File: src/hw/rtl/hid_descriptor_usage_scanner_macros.svh
// ---------------------------------------------------------------------------
// hid_descriptor_usage_scanner_macros.svh
// Assertion macros shared by the descriptor scanner RTL.
// ---------------------------------------------------------------------------
`ifndef HID_DESCRIPTOR_USAGE_SCANNER_MACROS_SVH
`define HID_DESCRIPTOR_USAGE_SCANNER_MACROS_SVH

// Same-cycle implication, checked on every clock outside reset.
`define HDUS_ASSERT_IMP(label, ante, cons, msg) \
	label: assert property (@(posedge clk) disable iff (!arst_n) (ante) |-> (cons)) \
		else $error(msg);

// Next-cycle implication, checked on every clock outside reset.
`define HDUS_ASSERT_NXT(label, ante, cons, msg) \
	label: assert property (@(posedge clk) disable iff (!arst_n) (ante) |=> (cons)) \
		else $error(msg);

`endif

File: src/hw/rtl/hdus_pkg.sv
// ---------------------------------------------------------------------------
// hdus_pkg
// Types and constants for the HID descriptor usage scanner.
// ---------------------------------------------------------------------------
package hdus_pkg;

	localparam int NUM_CFG   = 6;
	localparam int CFG_IDX_W = 3;
	localparam int CFG_W     = 16;

	// configuration register indexes
	localparam logic [CFG_IDX_W-1:0] CFG_TARGET_PAGE = 3'd0;
	localparam logic [CFG_IDX_W-1:0] CFG_COLLECTION  = 3'd1;
	localparam logic [CFG_IDX_W-1:0] CFG_DESCRIPTION = 3'd2;
	localparam logic [CFG_IDX_W-1:0] CFG_ROTATION    = 3'd3;
	localparam logic [CFG_IDX_W-1:0] CFG_VELOCITY    = 3'd4;
	localparam logic [CFG_IDX_W-1:0] CFG_RESET_ID    = 3'd5;

	typedef logic [CFG_W-1:0] cfg_word_t;

	localparam cfg_word_t CFG_RESET_VALS [NUM_CFG] = '{
		16'h0020, 16'h00E1, 16'h0308, 16'h0544, 16'h0545, 16'h0546
	};

	// parser phases
	localparam logic [1:0] PH_PREFIX   = 2'd0;
	localparam logic [1:0] PH_DATA     = 2'd1;
	localparam logic [1:0] PH_LONG_LEN = 2'd2;
	localparam logic [1:0] PH_LONG_TAG = 2'd3;

	localparam logic [7:0] LONG_PREFIX = 8'hFE;

	// short item types and tags
	localparam logic [1:0] TYPE_MAIN   = 2'd0;
	localparam logic [1:0] TYPE_GLOBAL = 2'd1;
	localparam logic [1:0] TYPE_LOCAL  = 2'd2;
	localparam logic [3:0] TAG_USAGE_PAGE = 4'h0;
	localparam logic [3:0] TAG_USAGE      = 4'h0;
	localparam logic [3:0] TAG_COLLECTION = 4'hA;
	localparam logic [1:0] SIZE_FOUR      = 2'd3;

	localparam logic [31:0] COLL_APPLICATION = 32'h0000_0001;

	// flag bit positions
	localparam int FLAG_SENSOR = 0;
	localparam int FLAG_DESC   = 1;
	localparam int FLAG_ROT    = 2;
	localparam int FLAG_VEL    = 3;
	localparam int FLAG_RESET  = 4;
	localparam int NUM_FLAGS   = 5;

	typedef logic [NUM_FLAGS-1:0] flags_t;

endpackage

File: src/hw/rtl/hdus_if.sv
// ---------------------------------------------------------------------------
// hdus_if
// Valid/ready channels of the descriptor scanner: byte stream in, flags out.
// ---------------------------------------------------------------------------
interface hdus_desc_if;
	logic       valid;
	logic       ready;
	logic [7:0] data_byte;
	logic       last_byte;

	modport source (output valid, data_byte, last_byte, input ready);
	modport sink   (input valid, data_byte, last_byte, output ready);
endinterface

interface hdus_result_if;
	logic valid;
	logic ready;
	logic sensor_collection;
	logic has_description;
	logic has_rotation;
	logic has_velocity;
	logic has_reset;
	logic full_match;

	modport source (output valid, sensor_collection, has_description, has_rotation,
		has_velocity, has_reset, full_match, input ready);
	modport sink   (input valid, sensor_collection, has_description, has_rotation,
		has_velocity, has_reset, full_match, output ready);
endinterface

File: src/hw/rtl/hid_descriptor_usage_scanner.sv
// ---------------------------------------------------------------------------
// hid_descriptor_usage_scanner
// Parses a HID report descriptor byte stream and reports which watched
// usages and which application collection it declares.
// ---------------------------------------------------------------------------
//
//  channel | dir | payload                                   | transfer when
//  --------+-----+-------------------------------------------+------------------
//  desc    | in  | data_byte[7:0], last_byte                 | valid && ready
//  result  | out | sensor_collection, has_description,       | valid && ready
//          |     | has_rotation, has_velocity, has_reset,    |
//          |     | full_match                                |
//  cfg_*   | in  | cfg_index[2:0], cfg_wdata[15:0]           | cfg_we
//
// One descriptor byte per cycle unless a last byte waits in _s1. A byte is
// captured in the input register (_s1) and decoded combinationally against
// the parser state; a last byte then loads the result register as it leaves
// _s1. Reset clears the parser state and loads the register defaults.
// A last byte waits in _s1 only while the result register is full and
// not being drained; other bytes never stall.
// ---------------------------------------------------------------------------
`include "hid_descriptor_usage_scanner_macros.svh"

module hid_descriptor_usage_scanner (
	input  logic                           clk,
	input  logic                           arst_n,
	hdus_desc_if.sink                      desc,
	hdus_result_if.source                  result,
	input  logic                           cfg_we,
	input  logic [hdus_pkg::CFG_IDX_W-1:0] cfg_index,
	input  logic [hdus_pkg::CFG_W-1:0]     cfg_wdata
);
	import hdus_pkg::*;

	// configuration registers
	cfg_word_t cfg_q [NUM_CFG];

	always_ff @(posedge clk or negedge arst_n) begin
		if (!arst_n) begin
			for (int i = 0; i < NUM_CFG; i++) begin
				cfg_q[i] <= CFG_RESET_VALS[i];
			end
		end else if (cfg_we && (cfg_index < CFG_IDX_W'(NUM_CFG))) begin
			cfg_q[cfg_index] <= cfg_wdata;
		end
	end

	// input register
	logic       valid_s1;
	logic [7:0] byte_s1;
	logic       last_s1;
	logic       advance_s1;
	logic       out_valid_q;

	// a last byte needs room in the result register; others always move on
	assign advance_s1 = valid_s1 && (!last_s1 || !out_valid_q || result.ready);
	assign desc.ready = !valid_s1 || advance_s1;

	always_ff @(posedge clk or negedge arst_n) begin
		if (!arst_n) begin
			valid_s1 <= 1'b0;
		end else if (desc.ready) begin
			valid_s1 <= desc.valid;
		end
	end

	always_ff @(posedge clk) begin
		if (desc.ready && desc.valid) begin
			byte_s1 <= desc.data_byte;
			last_s1 <= desc.last_byte;
		end
	end

	// parser state
	logic [1:0]  phase_q;
	logic [1:0]  type_q;
	logic [3:0]  tag_q;
	logic [2:0]  left_q;
	logic [1:0]  idx_q;
	logic [31:0] acc_q;
	logic [15:0] page_q;
	logic [31:0] usage_q;
	logic [7:0]  skip_q;
	flags_t      flags_q;

	logic [1:0]  phase_d;
	logic [1:0]  type_d;
	logic [3:0]  tag_d;
	logic [2:0]  left_d;
	logic [1:0]  idx_d;
	logic [31:0] acc_d;
	logic [15:0] page_d;
	logic [31:0] usage_d;
	logic [7:0]  skip_d;
	flags_t      flags_d;

	// item completion
	logic        ap_en;
	logic [1:0]  ap_type;
	logic [3:0]  ap_tag;
	logic [31:0] ap_value;
	logic        ap_four;
	logic [31:0] acc_new;
	logic [31:0] usage_new;

	assign acc_new = acc_q | ({24'h0, byte_s1} << {idx_q, 3'b000});
	// a 4-byte usage carries its own page; shorter ones take the current page
	assign usage_new = ap_four ? ap_value : {page_q, ap_value[15:0]};

	always_comb begin
		phase_d  = phase_q;
		type_d   = type_q;
		tag_d    = tag_q;
		left_d   = left_q;
		idx_d    = idx_q;
		acc_d    = acc_q;
		skip_d   = skip_q;
		ap_en    = 1'b0;
		ap_type  = type_q;
		ap_tag   = tag_q;
		ap_value = 32'h0;
		ap_four  = 1'b0;

		unique case (phase_q)
			PH_PREFIX: begin
				if (skip_q != 8'h0) begin
					// still inside long item data
					skip_d = skip_q - 8'd1;
				end else if (byte_s1 == LONG_PREFIX) begin
					phase_d = PH_LONG_LEN;
				end else begin
					type_d  = byte_s1[3:2];
					tag_d   = byte_s1[7:4];
					acc_d   = 32'h0;
					idx_d   = 2'd0;
					ap_type = byte_s1[3:2];
					ap_tag  = byte_s1[7:4];
					if (byte_s1[1:0] == 2'd0) begin
						ap_en = 1'b1;
					end else begin
						left_d  = (byte_s1[1:0] == SIZE_FOUR) ? 3'd4 : {1'b0, byte_s1[1:0]};
						phase_d = PH_DATA;
					end
				end
			end
			PH_DATA: begin
				acc_d  = acc_new;
				left_d = left_q - 3'd1;
				idx_d  = idx_q + 2'd1;
				if (left_q == 3'd1) begin
					ap_en    = 1'b1;
					ap_value = acc_new;
					ap_four  = (idx_q == 2'd3);
					phase_d  = PH_PREFIX;
				end
			end
			PH_LONG_LEN: begin
				skip_d  = byte_s1;
				phase_d = PH_LONG_TAG;
			end
			PH_LONG_TAG: begin
				phase_d = PH_PREFIX;
			end
			default: begin
				phase_d = PH_PREFIX;
			end
		endcase
	end

	// item effects on page, usage and flags
	always_comb begin
		page_d  = page_q;
		usage_d = usage_q;
		flags_d = flags_q;
		if (ap_en) begin
			priority if (ap_type == TYPE_GLOBAL && ap_tag == TAG_USAGE_PAGE) begin
				page_d = ap_value[15:0];
			end else if (ap_type == TYPE_LOCAL && ap_tag == TAG_USAGE) begin
				usage_d = usage_new;
				if (usage_new[31:16] == cfg_q[CFG_TARGET_PAGE]) begin
					if (usage_new[15:0] == cfg_q[CFG_DESCRIPTION]) flags_d[FLAG_DESC]  = 1'b1;
					if (usage_new[15:0] == cfg_q[CFG_ROTATION])    flags_d[FLAG_ROT]   = 1'b1;
					if (usage_new[15:0] == cfg_q[CFG_VELOCITY])    flags_d[FLAG_VEL]   = 1'b1;
					if (usage_new[15:0] == cfg_q[CFG_RESET_ID])    flags_d[FLAG_RESET] = 1'b1;
				end
			end else if (ap_type == TYPE_MAIN && ap_tag == TAG_COLLECTION) begin
				if (ap_value == COLL_APPLICATION &&
				    usage_q[31:16] == cfg_q[CFG_TARGET_PAGE] &&
				    usage_q[15:0] == cfg_q[CFG_COLLECTION]) begin
					flags_d[FLAG_SENSOR] = 1'b1;
				end
				usage_d = 32'h0;
			end else begin
				// other items carry nothing we track
				page_d = page_q;
			end
		end
	end

	// state update; a last byte restarts the parser for the next descriptor
	always_ff @(posedge clk or negedge arst_n) begin
		if (!arst_n) begin
			phase_q <= PH_PREFIX;
			type_q  <= 2'd0;
			tag_q   <= 4'd0;
			left_q  <= 3'd0;
			idx_q   <= 2'd0;
			acc_q   <= 32'h0;
			page_q  <= 16'h0;
			usage_q <= 32'h0;
			skip_q  <= 8'h0;
			flags_q <= '0;
		end else if (advance_s1) begin
			if (last_s1) begin
				phase_q <= PH_PREFIX;
				type_q  <= 2'd0;
				tag_q   <= 4'd0;
				left_q  <= 3'd0;
				idx_q   <= 2'd0;
				acc_q   <= 32'h0;
				page_q  <= 16'h0;
				usage_q <= 32'h0;
				skip_q  <= 8'h0;
				flags_q <= '0;
			end else begin
				phase_q <= phase_d;
				type_q  <= type_d;
				tag_q   <= tag_d;
				left_q  <= left_d;
				idx_q   <= idx_d;
				acc_q   <= acc_d;
				page_q  <= page_d;
				usage_q <= usage_d;
				skip_q  <= skip_d;
				flags_q <= flags_d;
			end
		end
	end

	// result register
	flags_t res_flags_q;
	logic   res_full_q;

	always_ff @(posedge clk or negedge arst_n) begin
		if (!arst_n) begin
			out_valid_q <= 1'b0;
		end else if (advance_s1 && last_s1) begin
			out_valid_q <= 1'b1;
		end else if (result.ready) begin
			out_valid_q <= 1'b0;
		end
	end

	always_ff @(posedge clk) begin
		if (advance_s1 && last_s1) begin
			res_flags_q <= flags_d;
			res_full_q  <= &flags_d;
		end
	end

	assign result.valid             = out_valid_q;
	assign result.sensor_collection = res_flags_q[FLAG_SENSOR];
	assign result.has_description   = res_flags_q[FLAG_DESC];
	assign result.has_rotation      = res_flags_q[FLAG_ROT];
	assign result.has_velocity      = res_flags_q[FLAG_VEL];
	assign result.has_reset         = res_flags_q[FLAG_RESET];
	assign result.full_match        = res_full_q;

	// checks
	`HDUS_ASSERT_NXT(a_restart, advance_s1 && last_s1, phase_q == PH_PREFIX && flags_q == '0 && skip_q == 8'h0, "parser not restarted after last byte")
	`HDUS_ASSERT_IMP(a_result_src, out_valid_q && !$past(out_valid_q), $past(advance_s1 && last_s1), "result without a last byte")
	`HDUS_ASSERT_IMP(a_data_left, phase_q == PH_DATA, left_q != 3'd0, "data phase with no bytes left")
	`HDUS_ASSERT_IMP(a_skip_phase, skip_q != 8'h0, phase_q == PH_PREFIX || phase_q == PH_LONG_TAG, "long skip count outside prefix phase")
	`HDUS_ASSERT_IMP(a_full_match, out_valid_q, res_full_q == (&res_flags_q), "full_match disagrees with flags")

endmodule

File: src/flat_wrapper.sv
// flat-port wrapper written by rule: the top's interface ports become plain ports
module hid_descriptor_usage_scanner_flat import hdus_pkg::*;
  (clk, arst_n, cfg_we, cfg_index, cfg_wdata, desc_valid, desc_data_byte, desc_last_byte, desc_ready, result_valid, result_sensor_collection, result_has_description, result_has_rotation, result_has_velocity, result_has_reset, result_full_match, result_ready);
  hdus_desc_if desc_i ();
  hdus_result_if result_i ();
  input  logic clk;
  input  logic arst_n;
  input  logic cfg_we;
  input  logic [hdus_pkg::CFG_IDX_W-1:0] cfg_index;
  input  logic [hdus_pkg::CFG_W-1:0] cfg_wdata;
  input wire logic [$bits(desc_i.valid)-1:0] desc_valid;
  input wire logic [$bits(desc_i.data_byte)-1:0] desc_data_byte;
  input wire logic [$bits(desc_i.last_byte)-1:0] desc_last_byte;
  output wire logic [$bits(desc_i.ready)-1:0] desc_ready;
  output wire logic [$bits(result_i.valid)-1:0] result_valid;
  output wire logic [$bits(result_i.sensor_collection)-1:0] result_sensor_collection;
  output wire logic [$bits(result_i.has_description)-1:0] result_has_description;
  output wire logic [$bits(result_i.has_rotation)-1:0] result_has_rotation;
  output wire logic [$bits(result_i.has_velocity)-1:0] result_has_velocity;
  output wire logic [$bits(result_i.has_reset)-1:0] result_has_reset;
  output wire logic [$bits(result_i.full_match)-1:0] result_full_match;
  input wire logic [$bits(result_i.ready)-1:0] result_ready;
  assign desc_i.valid = desc_valid;
  assign desc_i.data_byte = desc_data_byte;
  assign desc_i.last_byte = desc_last_byte;
  assign desc_ready = desc_i.ready;
  assign result_valid = result_i.valid;
  assign result_sensor_collection = result_i.sensor_collection;
  assign result_has_description = result_i.has_description;
  assign result_has_rotation = result_i.has_rotation;
  assign result_has_velocity = result_i.has_velocity;
  assign result_has_reset = result_i.has_reset;
  assign result_full_match = result_i.full_match;
  assign result_i.ready = result_ready;
  hid_descriptor_usage_scanner u_core (.clk(clk), .arst_n(arst_n), .desc(desc_i), .result(result_i), .cfg_we(cfg_we), .cfg_index(cfg_index), .cfg_wdata(cfg_wdata));
endmodule
File: config.mk
export PLATFORM = sky130hd
export DESIGN_NAME = hid_descriptor_usage_scanner_flat
export DESIGN_NICKNAME = d
export VERILOG_FILES = /design/src/hw/rtl/hdus_pkg.sv /design/src/hw/rtl/hdus_if.sv /design/src/hw/rtl/hid_descriptor_usage_scanner.sv /design/src/flat_wrapper.sv
export VERILOG_INCLUDE_DIRS = /design/src /design/src/hw/rtl
export SDC_FILE = /design/constraint.sdc
export NUM_CORES = 1
export LEC_CHECK = 0
export ABC_AREA = 1
export BUFFER_PORTS_ARGS = -buffer_cell sky130_fd_sc_hd__buf_2
export CAP_MARGIN = 5
export CORE_AREA = 2 2 147 149
export DETAILED_ROUTE_END_ITERATION = 6
export DIE_AREA = 0 0 149 151
export GPL_ROUTABILITY_DRIVEN = 0
export PLACE_DENSITY_LB_ADDON = 0.1
export SYNTH_ARGS = -nofsm -noshare
export SYNTH_HDL_FRONTEND = slang
export SYNTH_SLANG_ARGS = --single-unit
File: constraint.sdc
create_clock -name clk -period 2 [get_ports clk]
set_input_delay 0 -clock clk [delete_from_list [all_inputs] [get_ports clk]]
set_output_delay 0 -clock clk [all_outputs]
set_load 0.05 [all_outputs]
After elaboration in Yosys (flattened, before gate mapping)
Cells that the tools add are included.
{"block": "op_classes", "n_addsub": 3, "magnitude_cmp": 3, "n_eq_ne": 25, "shift": 1, "muxes": 66, "n_bitwise": 2, "reduce_logical": 34}
{"operator": "$mux W32", "count": 11}
{"operator": "$eq A16 B16 Y1", "count": 7}
{"operator": "$bwmux W96", "count": 1}
{"operator": "$mux W16", "count": 4}
{"operator": "$pmux W32 S2", "count": 1}
{"operator": "$demux W16 S3", "count": 1}
{"operator": "$eq A32 B1 Y1 const B", "count": 1}
{"operator": "$or A32 B32 Y32", "count": 1}
{"operator": "$shl A8 B5 Y32", "count": 1}
{"operator": "$mux W2", "count": 12}
{"operator": "$mux W4", "count": 6}
{"operator": "$mux W8", "count": 2}
{"operator": "$pmux W8 S2", "count": 1}
{"operator": "$mux W1", "count": 15}
{"operator": "$mux W3", "count": 5}
{"operator": "$mux W5", "count": 3}
{"operator": "$reduce_and A4 Y1", "count": 3}
{"operator": "$eq A2 B2 Y1 const B", "count": 5}
{"operator": "$logic_and A1 B1 Y1", "count": 10}
{"operator": "$reduce_and A5 Y1", "count": 2}
{"operator": "$ne A3 B2 Y1 const B", "count": 3}
{"operator": "$reduce_bool A3 Y1", "count": 3}
{"operator": "$eq A8 B8 Y1 const B", "count": 1}
{"operator": "$pmux W2 S4", "count": 1}
{"operator": "23 further kinds", "count": 34}
{"block": "word_totals", "register_bits": 219, "word_cells": 156}

Longest topological paths before layout
Gate-level depths: netlist (run 1).
{"block": "logic_depth", "ltp_word": 13, "ltp_mapped": 18, "mapped_depth_nobuf": 17}

Worst setup path after synthesis (run 1)
OpenSTA, ideal clock, no wires.
{"block": "synth_timing", "path_type": "register to register", "from": "register u_core.skip_q[0]", "to": "register u_core.usage_q[11]", "arrival_ps": 2027, "required_ps": 1883, "setup_slack_ps": -144, "stages_incl_launch_ff": 15, "n_path_buf": 1, "period_less_slack_ps": 2144, "cell_sequence": "dfrtp_1 -> inv_1 -> ha_1 -> nand3_2 -> nor2_4 -> nand2_1 -> nor2_1 -> a21oi_1 -> nor2_1 -> a21oi_4 -> nand3_2 -> nand2_2 -> buf_6 -> nand2_1 -> nand2_1"}
{"block": "synth_between", "elab_chain_len": 9}
{"item": "start: declaration", "line_no": "hid_descriptor_usage_scanner.sv:83", "text": "logic [7:0] skip_q;"}
{"item": "start signal: assignment", "line_no": "hid_descriptor_usage_scanner.sv:234", "text": "skip_q <= skip_d;"}
{"item": "$reduce_bool A8 Y1 (*)", "line_no": "hid_descriptor_usage_scanner.sv:126", "text": "if (skip_q != 8'h0) begin"}
{"item": "$mux W2 / $mux W4 (equally long branches)", "line_no": "hid_descriptor_usage_scanner.sv:126"}
{"item": "$mux W2 / $mux W4 (equally long branches)", "line_no": "hid_descriptor_usage_scanner.sv:124", "text": "unique case (phase_q)"}
{"item": "$eq A2 B2 Y1 / $logic_not A4 Y1 (equally long branches)", "line_no": "hid_descriptor_usage_scanner.sv:178, hid_descriptor_usage_scanner.sv:176"}
{"item": "$logic_and A1 B1 Y1", "line_no": "hid_descriptor_usage_scanner.sv:178", "text": "end else if (ap_type == TYPE_LOCAL && ap_tag == TAG_USAGE) begin"}
{"item": "$mux W32", "line_no": "hid_descriptor_usage_scanner.sv:178"}
{"item": "$mux W32", "line_no": "hid_descriptor_usage_scanner.sv:176", "text": "priority if (ap_type == TYPE_GLOBAL && ap_tag == TAG_USAGE_PAGE) begin"}
{"item": "$mux W32", "line_no": "hid_descriptor_usage_scanner.sv:175", "text": "if (ap_en) begin"}
{"item": "$mux W32", "line_no": "hid_descriptor_usage_scanner.sv:214", "text": "if (last_s1) begin"}
{"item": "end signal: assignment", "line_no": "hid_descriptor_usage_scanner.sv:233", "text": "usage_q <= usage_d;"}
{"item": "end: declaration", "line_no": "hid_descriptor_usage_scanner.sv:82", "text": "logic [31:0] usage_q;"}
Every way passes the cells marked *; elsewhere a longest branch is shown, timed or not. The select of a mux whose other input is x is not followed.
A chain may end at the register's enable or synchronous reset.

Final worst setup path (run 1)
{"block": "layout_timing", "from": "register u_core.skip_q[1]", "to": "register u_core.res_full_q, in the netlist u_core.result.full_match (data pin)"}
{"item": "$reduce_bool A8 Y1 (*)", "line_no": "hid_descriptor_usage_scanner.sv:126"}
{"item": "$mux W2 / $mux W4 (equally long branches)", "line_no": "hid_descriptor_usage_scanner.sv:126"}
{"item": "$mux W2 / $mux W4 (equally long branches)", "line_no": "hid_descriptor_usage_scanner.sv:124"}
{"item": "$eq A2 B2 Y1 / $logic_not A4 Y1 (equally long branches)", "line_no": "hid_descriptor_usage_scanner.sv:178, hid_descriptor_usage_scanner.sv:176"}
{"item": "$logic_and A1 B1 Y1", "line_no": "hid_descriptor_usage_scanner.sv:178"}
{"item": "$mux W4", "line_no": "hid_descriptor_usage_scanner.sv:178"}
{"item": "$mux W5", "line_no": "hid_descriptor_usage_scanner.sv:176"}
{"item": "$mux W5 (*)", "line_no": "hid_descriptor_usage_scanner.sv:175"}
{"item": "net u_core.flags_d[1]", "line_no": "hid_descriptor_usage_scanner.sv:95", "text": "flags_t flags_d;"}
{"item": "$reduce_and A5 Y1 (*)", "line_no": "hid_descriptor_usage_scanner.sv:257", "text": "res_full_q <= &flags_d;"}
{"item": "end signal: assignment", "line_no": "hid_descriptor_usage_scanner.sv:257"}
{"item": "end: declaration", "line_no": "hid_descriptor_usage_scanner.sv:242", "text": "logic res_full_q;"}
The timed path passes the listed nets; every way through them passes the cells marked *.

==> impl_metrics.json, run 1 <==
{
  "status": "complete, but fails checks",
  "violations": "negative setup slack",
  "core_area_um2": 20800,
  "period_share": 1.26,
  "yosysWarnings": 0,
  "ff2ff_setup_slack_ps": -510,
  "synth_mux_area_frac": 0,
  "synth_top_family_by_area": "simple AND/OR/NAND/NOR gates",
  "syn-cell-area_um2": 11700,
  "max_cap_violations": 0,
  "synth-compound-area-share": 0.109,
  "track_usage": 0.347,
  "layout_commonest_cell": "nand2_1",
  "critical_path_buf_inv_count": 3,
  "r2r_cells": 16,
  "slew_headroom": 0.670,
  "path_class": "flip-flop to flip-flop",
  "die_h_um": 151,
  "maxSlewViolCount": 0,
  "crit_family": "simple AND/OR/NAND/NOR gates",
  "layout_min_cycle_time_ps": 2510,
  "h-tree-depth": 1,
  "wire_per_inst_um": 19.1,
  "end_kind": "flip-flop",
  "rsz0062_at_grt": "true",
  "async_flop_share": 0.932,
  "syn_avg_cell_area_um2": 7.87,
  "vias": 11500,
  "area_growth_syn_to_layout_pct": 38.6,
  "initial_core_util": 0.560,
  "place_ws_ps": -493,
  "setup_slack_ps": -514,
  "pin_count": 41,
  "wirelength_um": 39200,
  "cp_max_fo": 8,
  "diodes": 0,
  "synthCells": 1483,
  "ir_drop_v": 0.000725,
  "start_kind": "flip-flop",
  "ant_nets": 0,
  "crit_arrival_ps": 2890,
  "power.density_nw_per_um2": 1090,
  "worstMarginPinSlew_ps": 496,
  "chipWidth_um": 149,
  "ys_seq_area_frac": 0.479,
  "finClkSkew_ps": 23.3,
  "reg2reg_from": "u_core.skip_q[1]$_DFFE_PN0P_",
  "cts_buffers": 25,
  "grt_pass1_wl_um": 60000,
  "root_buffer": "clkbuf_16",
  "synth_top_flop_cell": "dfrtp_1",
  "synth_edf_count": 15,
  "drt_iter0_drc": 944,
  "cts_tree": "built",
  "via_per_inst": 5.59,
  "grt_pass1_vias": 11000,
  "drtPass1Iterations": 6,
  "fmax_ghz": 0.398,
  "synth-simple-area-share": 0.292,
  "overflow": 0,
  "power.total_mw": 17.6,
  "syn_nets": 1520,
  "insertion_delay_ps": 540,
  "fp-row-count": 53,
  "slowest_stage": "dfrtp_1",
  "cts_sinks": 219,
  "die_area_um2": 22500,
  "ys_types": 44,
  "antenna_found_initial": 0,
  "nets": 1803,
  "crit_chain": "inv_2, ha_4, nand3_4, nor2_4, buf_12, nand3_4, nand2_2, nand2_4, nand2_4, nor2_4, a21oi_4, buf_6, nand3_2, nand2_2, nand3_2, nor2_2",
  "hold_violations": 0,
  "post_synth_xor_area_fraction": 0.0413,
  "setup_violations": 59,
  "grt_max_degree": 54,
  "cp.required_ps": 2370,
  "hold_path_class": "input pin to async pin",
  "io_buffers": 40,
  "dp_hpwl_um": 26300,
  "reg2reg_to": "u_core.result.full_match$_DFFE_PP_",
  "synth-adder-area-share": 0.00429,
  "drcViolationCount": 0,
  "p_leak_nw": 7.71,
  "hold_ws_ps": 11.0,
  "cpPeakStageDelay_ps": 390,
  "ys_seq_elements": 219,
  "final_cell_mix": "384 x nand2_1, 208 x buf_4, 181 x dfrtp_1, 143 x inv_1, 141 x o21ai_0",
  "cts_buffer_depth": 3,
  "drive_gt1_frac": 0.304,
  "clkTransAtPathRegs_ps": 60
}
cell usage after synthesis, types with 3 or more instances:
library cell | n | area share
nand2_4 | 12 | 0.012
ha_1 | 4 | 0.0043
o22ai_1 | 24 | 0.013
nand3b_1 | 37 | 0.024
dfstp_2 | 22 | 0.050
nand3_2 | 4 | 0.0034
nand2_2 | 10 | 0.0054
xor2_1 | 4 | 0.0030
o21ai_0 | 165 | 0.071
nand4_1 | 15 | 0.0080
nor2_1 | 87 | 0.028
or2_2 | 3 | 0.0016
edfxtp_1 | 15 | 0.039
o21ai_1 | 11 | 0.0047
nand2_1 | 432 | 0.14
buf_2 | 13 | 0.0056
nor2_4 | 3 | 0.0029
buf_6 | 3 | 0.0029
nor3_1 | 14 | 0.0060
buf_4 | 5 | 0.0032
inv_1 | 147 | 0.047
xnor2_1 | 51 | 0.038
dfrtp_1 | 182 | 0.39
inv_2 | 6 | 0.0019
o31ai_1 | 4 | 0.0026
o2111ai_1 | 3 | 0.0023
nand3_1 | 132 | 0.057
clkbuf_1 | 37 | 0.012
a21oi_1 | 20 | 0.0086
routing by layer:
metal / vias to the layer above / GRT usage / part of all wire
li1: 5376 / - / -
met1: 5533 / 0.461 / 0.40
met2: 495 / 0.571 / 0.48
met3: 107 / 0.0584 / 0.078
met4: 0 / 0.138 / 0.041
met5: - / 0 / 0
what timing repair did:
action                                  in CTS  in global routing
hold buffers                                28                  0
buffers inserted                            32                 18
hold endpoints to repair                   290                  0
pin swaps                                   23                 45
resized for setup                          104                135
endpoints found under the setup margin      61                106
gates cloned                                 6                  2
power breakdown:
group,internal (mW),switching (mW),total [mW]
Sequential,5.16,0.508,5.67
Clock,2.79,1.87,4.65
Combinational,3.15,4.14,7.29
Total,11.1,6.52,17.6
cell families after synthesis:
kind of cell,count (synthesis)
xor+xnor,55
flops,219
compound gates,236
buf+inv,214
simple gates,755
fa+ha+maj,4
registers in the layout, indices dropped and copies added, names as in the netlist, 3 cells and up:
| name | flops |
|---|---|
| u_core.usage_q | 32 |
| u_core.tag_q | 4 |
| u_core.byte_s1 | 8 |
| u_core.flags_q | 5 |
| u_core.skip_q | 8 |
| u_core.acc_q | 32 |
| u_core.cfg_q | 96 |
| u_core.left_q | 3 |
| u_core.page_q | 16 |
| u_core.res_flags_q | 5 |
how the worst max path moves through the flow:
stage / startpoint / end / cells past startpoint / slack, ps
finish: u_core.skip_q[1]$_DFFE_PN0P_ / u_core.result.full_match$_DFFE_PP_ / 16 / -510
global route: u_core.left_q[1]$_DFFE_PN0P_ / u_core.result.full_match$_DFFE_PP_ / 17 / -660
CTS: u_core.left_q[1]$_DFFE_PN0P_ / u_core.result.full_match$_DFFE_PP_ / 18 / -390
detailed placement: u_core.left_q[1]$_DFFE_PN0P_ / u_core.result.full_match$_DFFE_PP_ / 18 / -490
global placement: u_core.left_q[1]$_DFFE_PN0P_ / u_core.result.full_match$_DFFE_PP_ / 18 / -460
floorplan: u_core.skip_q[1]$_DFFE_PN0P_ / u_core.usage_q[9]$_DFFE_PN0P_ / 15 / -60
layout make-up:
type	count	area (um^2)
well taps	275	344
clock buffers	39	738
clock inverters	6	87.6
fillers	1450	4650
inverters	154	593
flip-flops and latches	219	5580
multi-input cells	1052	6130
repair inverters	1	11.3
repair buffers	313	2690
metrics by stage:
step	area, um^2	setup TNS [ps]	util	cells
after floorplan	11800	-1970	-	1483
after global placement	13600	-20280	0.655	1934
after detailed placement	13600	-22990	0.655	1934
after CTS	15500	-16040	0.746	2045
after global routing	16200	-28880	0.777	2059
final	16200	-20910	0.777	2059
worst register-to-register path: stages, from the launching register on:
cell	delay, ps
dfrtp_1	390
inv_2	90
ha_4	150
nand3_4	80
nor2_4	170
buf_12	120
nand3_4	170
nand2_2	160
nand2_4	80
nand2_4	100
nor2_4	50
a21oi_4	200
buf_6	160
nand3_2	120
nand2_2	110
nand3_2	80
nor2_2	140
(Power assumes the default switching activity.)
==> run 2, diff against run 1 <==
==> constraint.sdc (replaced) <==
create_clock -name clk -period 2 [get_ports clk]
set_input_delay 0.4 -clock clk [delete_from_list [all_inputs] [get_ports clk]]
set_output_delay 0.4 -clock clk [all_outputs]
set_load 0.05 [all_outputs]
==> run 2 against run 1 <==
Net effect:
- the flow still finishes with violations (negative setup slack)
- sequential power about the same
- sequential share of layout area increased by 0.32 points
- register-to-register slack improved by 60 ps
- cell area is 0.91% lower
- combinational power decreased by 3.0%
- first-iteration DRC count is 9.7% higher
- die area stayed put
- clock power shrank 6.0%
- core utilization fell by 0.71 points
- cell count decreased by 1.3%
- count of clock-buffer cells in the layout is 4 lower
- flip-flop and latch count did not move
- critical path type unchanged
- largest cell class unchanged
==> impl_metrics.json, run 2 (synthesized netlist as in run 1, its figures left out) <==
{
  "vias": 11500,
  "grt_pass1_vias": 10900,
  "crit_family": "simple AND/OR/NAND/NOR gates",
  "power_frac_comb": 0.413,
  "setup_tns_ps": -19890,
  "ant_nets": 0,
  "core_area_um2": 20800,
  "worstMarginPinSlew_ps": 437,
  "place_ws_ps": -523,
  "power.density_nw_per_um2": 1070,
  "finClkSkew_ps": 18.0,
  "slew_headroom": 0.706,
  "area_growth_syn_to_layout_pct": 37.3,
  "period_share": 1.23,
  "die_area_um2": 22500,
  "antenna_found_initial": 0,
  "hold_violations": 0,
  "hold_path_class": "input pin to flip-flop",
  "start_kind": "flip-flop",
  "hold_ws_ps": 43.9,
  "power_frac_clock": 0.256,
  "track_usage": 0.340,
  "drive_gt1_frac": 0.326,
  "wire_per_inst_um": 19.1,
  "path_class": "flip-flop to flip-flop",
  "final_cells": 2033,
  "wirelength_um": 38900,
  "power.total_mw": 17.1,
  "final_area_um2": 16000,
  "worst_path_most_repeated_cell": "nand3_4",
  "drt_iter0_drc": 1036,
  "cpPeakStageDelay_ps": 390,
  "overflow": 0,
  "cts_sinks": 219,
  "max_cap_violations": 0,
  "h-tree-depth": 1,
  "setup_slack_ps": -456,
  "crit_arrival_ps": 2880,
  "nets": 1775,
  "pin_count": 41,
  "cts_tree": "built",
  "dp.cells": 1930,
  "cp.required_ps": 2420,
  "die_h_um": 151,
  "cp_max_fo": 8,
  "dp_hpwl_um": 25700,
  "maxSlewViolCount": 0,
  "rsz0062_at_grt": "true",
  "grt_max_degree": 53,
  "cts_buffer_depth": 3,
  "critical_path_buf_inv_count": 4,
  "p_int_mw": 10.7,
  "top_register": "u_core.cfg_q",
  "chipWidth_um": 149,
  "crit_chain": "inv_2, ha_4, nand3_4, nor2_4, buf_12, nand3_4, nand2_4, nand2_4, nor2_4, nand2_2, o21ai_2, nand3_4, buf_12, clkbuf_16, nand3_2, nand2_1",
  "status": "complete, but fails checks",
  "clkTransAtPathRegs_ps": 60,
  "layout_min_cycle_time_ps": 2460,
  "drtPass1Iterations": 6,
  "root_buffer": "clkbuf_16",
  "grt_pass1_wl_um": 58800,
  "drcViolationCount": 0,
  "setup_violations": 59,
  "fmax_ghz": 0.407,
  "io_buffers": 40,
  "end_kind": "flip-flop",
  "insertion_delay_ps": 540,
  "placed_cell_area_um2": 13600,
  "initial_core_util": 0.560,
  "p_sw_mw": 6.41,
  "utilization": 0.769,
  "via_per_inst": 5.64,
  "fp-row-count": 53,
  "cts_buffers": 25,
  "top_regs": "u_core.cfg_q (96), u_core.acc_q (32), u_core.usage_q (32)",
  "layout_commonest_cell": "nand2_1",
  "largest_register_ffs": 96,
  "pwr-share-seq": 0.331,
  "slowest_stage": "dfrtp_1",
  "violations": "negative setup slack",
  "p_leak_nw": 7.64,
  "final_cell_mix": "369 x nand2_1, 192 x buf_4, 181 x dfrtp_1, 143 x inv_1, 134 x o21ai_0",
  "switching_share": 0.374,
  "ir_drop_v": 0.000768
}
run 2: changes by cell type in the layout (fill, tap and decap cells not counted), moves of 7 or more:
cell,before,now
dlygate4sd3_1,28,1
nand3_1,97,77
nand3_2,29,49
nand2_2,39,57
buf_4,208,192
nand2_1,384,369
o21ai_1,11,26
buf_6,13,20
clkinv_2,2,9
o21ai_0,141,134
run 2: path summary, 6_finish.rpt:
path	depth (start not counted)	to	slack, ps	from
max in group asynchronous	3	u_core.cfg_q[34]$_DFFE_PN1P_	1060	arst_n
worst max-delay path	16	u_core.usage_q[14]$_DFFE_PN0P_	-460	u_core.skip_q[1]$_DFFE_PN0P_
worst min-delay path	1	u_core.byte_s1[0]$_DFFE_PP_	40	desc_data_byte[0]
worst max register to register	16	u_core.usage_q[14]$_DFFE_PN0P_	-460	u_core.skip_q[1]$_DFFE_PN0P_
worst min register to register	2	u_core.cfg_q[71]$_DFFE_PN1P_	500	u_core.cfg_q[71]$_DFFE_PN1P_
min in group asynchronous	2	u_core.skip_q[3]$_DFFE_PN0P_	320	arst_n
run 2: routing by layer:
layer / GRT usage / up-vias / routed length (um)
met2: 0.547 / 508 / 18000
li1: - / 5330 / -
met1: 0.461 / 5485 / 15800
met5: 0 / - / 0
met4: 0.150 / 0 / 2090
met3: 0.0500 / 134 / 3100
run 2: power groups by stage:
| stage | Combinational (mW) | Sequential, mW | Clock [mW] |
|---|---|---|---|
| 3_5_place_dp | 5.48 | 5.71 | 0 |
| 3_3_place_gp | 5.39 | 5.70 | 0 |
| 6_report | 7.07 | 5.67 | 4.37 |
| 2_1_floorplan | 3.37 | 5.59 | 0 |
| 5_1_grt | 7.66 | 5.72 | 4.57 |
| 4_1_cts | 6.23 | 5.64 | 4.39 |
run 2: layout make-up:
cell class | instances | area [um^2]
Timing Repair Buffer | 285 | 2560
Clock buffer | 35 | 713
Multi-Input combinational cell | 1052 | 6150
Tap cell | 275 | 344
Fill cell | 1417 | 4800
Clock inverter | 11 | 61.3
Sequential cell | 219 | 5580
Timing Repair inverter | 1 | 11.3
Inverter | 154 | 593
Antenna cell | 1 | 2.50
run 2: worst register-to-register path: stages, from the launching register on:
cell       delay, ps
dfrtp_1          390
inv_2             80
ha_4             140
nand3_4           80
nor2_4           140
buf_12           130
nand3_4          170
nand2_4          120
nand2_4           80
nor2_4           130
nand2_2           70
o21ai_2          170
nand3_4          160
buf_12           190
clkbuf_16        180
nand3_2           60
nand2_1           60
run 2: timing repair:
item                                   4_1_cts  5_1_grt
hold buffers                                 1        0
pin swaps                                   33       49
buffers inserted                            40       13
setup endpoints to repair                   61      105
gates cloned                                 6        6
resized for setup                           92      181
endpoints found under the hold margin       19        0
==> run 3, diff against run 2 <==
--- a/config.mk
+++ b/config.mk
@@ -14,6 +14,7 @@
 export DIE_AREA = 0 0 149 151
 export GPL_ROUTABILITY_DRIVEN = 0
 export PLACE_DENSITY_LB_ADDON = 0.1
+export RECOVER_POWER = 50
 export SYNTH_ARGS = -nofsm -noshare
 export SYNTH_HDL_FRONTEND = slang
 export SYNTH_SLANG_ARGS = --single-unit
==> run 3 against run 2 <==
Net effect:
- sequential share of layout area grew 0.085 points
- setup slack gained 0.66 ps
- count of clock-buffer cells in the layout is the same
- clock power is essentially flat
- global-route usage is the same
- non-clock buffer count is the same
- the flow finishes with violations (design-rule violations, max-capacitance violations, max-slew violations, negative setup slack)
- register-to-register slack is essentially flat
- flip-flop and latch count is the same
==> impl_metrics.json, run 3 (synthesized netlist as in run 1, its figures left out) <==
{
  "min_from": "desc_data_byte[0]",
  "die_h_um": 151,
  "initial_core_util": 0.560,
  "grt_pass1_vias": 10900,
  "diodes": 0,
  "ff2ff_setup_slack_ps": -460,
  "root_buffer": "clkbuf_16",
  "top_register": "u_core.cfg_q",
  "status": "complete, but fails checks",
  "largest_register_ffs": 96,
  "drive_gt1_frac": 0.320,
  "use_met3": 0.0500,
  "wirelength_um": 38800,
  "end_kind": "flip-flop",
  "slew_headroom": -0.102,
  "maxSlewViolCount": 22,
  "final_cell_mix": "369 x nand2_1, 186 x buf_4, 181 x dfrtp_1, 143 x inv_1, 134 x o21ai_0",
  "nets": 1775,
  "vias": 11400,
  "cp_max_fo": 8,
  "setup_slack_ps": -455,
  "grt_util_met2": 0.547,
  "cts_sinks": 219,
  "drt_iter0_drc": 1046,
  "whs_endpoint": "u_core.byte_s1[0]$_DFFE_PP_",
  "overflow": 0,
  "grt_busiest_layer": "met2",
  "insertion_delay_ps": 540,
  "h-tree-depth": 1,
  "grt_max_degree": 53,
  "rsz0062_at_grt": "true",
  "layout_min_cycle_time_ps": 2460,
  "hold_path_class": "input pin to flip-flop",
  "ir_drop_v": 0.000760,
  "use_met1": 0.461,
  "max_cap_violations": 1,
  "hold_violations": 0,
  "layout_commonest_cell": "nand2_1",
  "violations": "design-rule violations, max-capacitance violations, max-slew violations, negative setup slack",
  "period_share": 1.23,
  "min_path_cells": 1,
  "setup_tns_ps": -20030,
  "r2r_cells": 16,
  "io_buffers": 40,
  "reg2reg_from": "u_core.skip_q[1]$_DFFE_PN0P_",
  "drtPass1Iterations": 7,
  "cts_buffer_depth": 3,
  "wire_per_inst_um": 19.1,
  "cp.required_ps": 2420,
  "track_usage": 0.340,
  "area_growth_syn_to_layout_pct": 37.0,
  "antenna_found_initial": 0,
  "path_class": "flip-flop to flip-flop",
  "cts_buffers": 25,
  "worstMarginPinSlew_ps": 1650,
  "via_per_inst": 5.63,
  "cts_tree": "built",
  "die_area_um2": 22500,
  "ant_nets": 0,
  "setup_violations": 59,
  "reg2reg_to": "u_core.usage_q[14]$_DFFE_PN0P_",
  "finClkSkew_ps": 20.0,
  "power.density_nw_per_um2": 1070,
  "dp_hpwl_um": 25700,
  "fp-row-count": 53,
  "place_ws_ps": -523,
  "chipWidth_um": 149,
  "fmax_ghz": 0.407,
  "core_area_um2": 20800,
  "p_leak_nw": 7.61,
  "top_regs": "u_core.cfg_q (96), u_core.acc_q (32), u_core.usage_q (32)",
  "start_kind": "flip-flop",
  "clkTransAtPathRegs_ps": 60,
  "crit_arrival_ps": 2880,
  "pin_count": 41,
  "drcViolationCount": 1,
  "grt_pass1_wl_um": 58800
}
run 3: cell type report:
| cell class | count | area [um^2] |
|---|---|---|
| repair inverters | 1 | 11.3 |
| repair buffers | 285 | 2520 |
| multi-input cells | 1052 | 6150 |
| inverters | 154 | 593 |
| fillers | 1423 | 4840 |
| clock inverters | 11 | 61.3 |
| clock buffers | 35 | 713 |
| flip-flops and latches | 219 | 5580 |
| well taps | 275 | 344 |
run 3: layer usage:
metal / vias to the layer above / wire length, um
met5: - / 0
li1: 5334 / -
met2: 537 / 17700
met3: 145 / 3310
met4: 0 / 2170
met1: 5417 / 15600
run 3: worst max path at each step:
stage | end | startpoint | slack (ps)
after detailed placement | u_core.result.full_match$_DFFE_PP_ | u_core.left_q[1]$_DFFE_PN0P_ | -520
final | u_core.usage_q[14]$_DFFE_PN0P_ | u_core.skip_q[1]$_DFFE_PN0P_ | -460
after global routing | u_core.usage_q[25]$_DFFE_PN0P_ | u_core.skip_q[1]$_DFFE_PN0P_ | -580
after global placement | u_core.result.full_match$_DFFE_PP_ | u_core.left_q[1]$_DFFE_PN0P_ | -500
after floorplan | u_core.usage_q[9]$_DFFE_PN0P_ | u_core.skip_q[1]$_DFFE_PN0P_ | -60
after CTS | u_core.result.full_match$_DFFE_PP_ | u_core.left_q[1]$_DFFE_PN0P_ | -370
run 3: report_power, final:
group	switching [mW]	internal (mW)
clock network	1.88	2.48
logic	4.01	3.05
registers	0.505	5.17
run 3: per-stage QoR:
step,hold slack [ps],power (mW),cell area [um^2],std cells,util
6_report,46.5,17.1,16000,2032,0.768
5_1_grt,33.3,18.0,16000,2032,0.768
4_1_cts,35.6,16.3,15300,2023,0.733
3_5_place_dp,303,11.2,13600,1930,0.655
3_3_place_gp,306,11.1,13600,1930,0.655
2_1_floorplan,104,8.97,11800,1483,-
run 3: what timing repair did:
item / CTS / global route
cloned: 6 / 6
hold endpoints to repair: 19 / 0
hold buffers: 1 / 0
pin swaps: 33 / 49
gates resized for setup: 92 / 181
endpoints found under the setup margin: 61 / 105
buffers inserted: 40 / 13
run 3: worst max-delay path, stage by stage (launching register included):
cell       delay, ps
dfrtp_1          390
inv_2             80
ha_4             140
nand3_4           70
nor2_4           140
buf_12           130
nand3_4          170
nand2_4          120
nand2_4           80
nor2_4           120
nand2_2           70
o21ai_2          170
nand3_4          160
buf_12           190
clkbuf_16        170
nand3_2           60
nand2_1           60
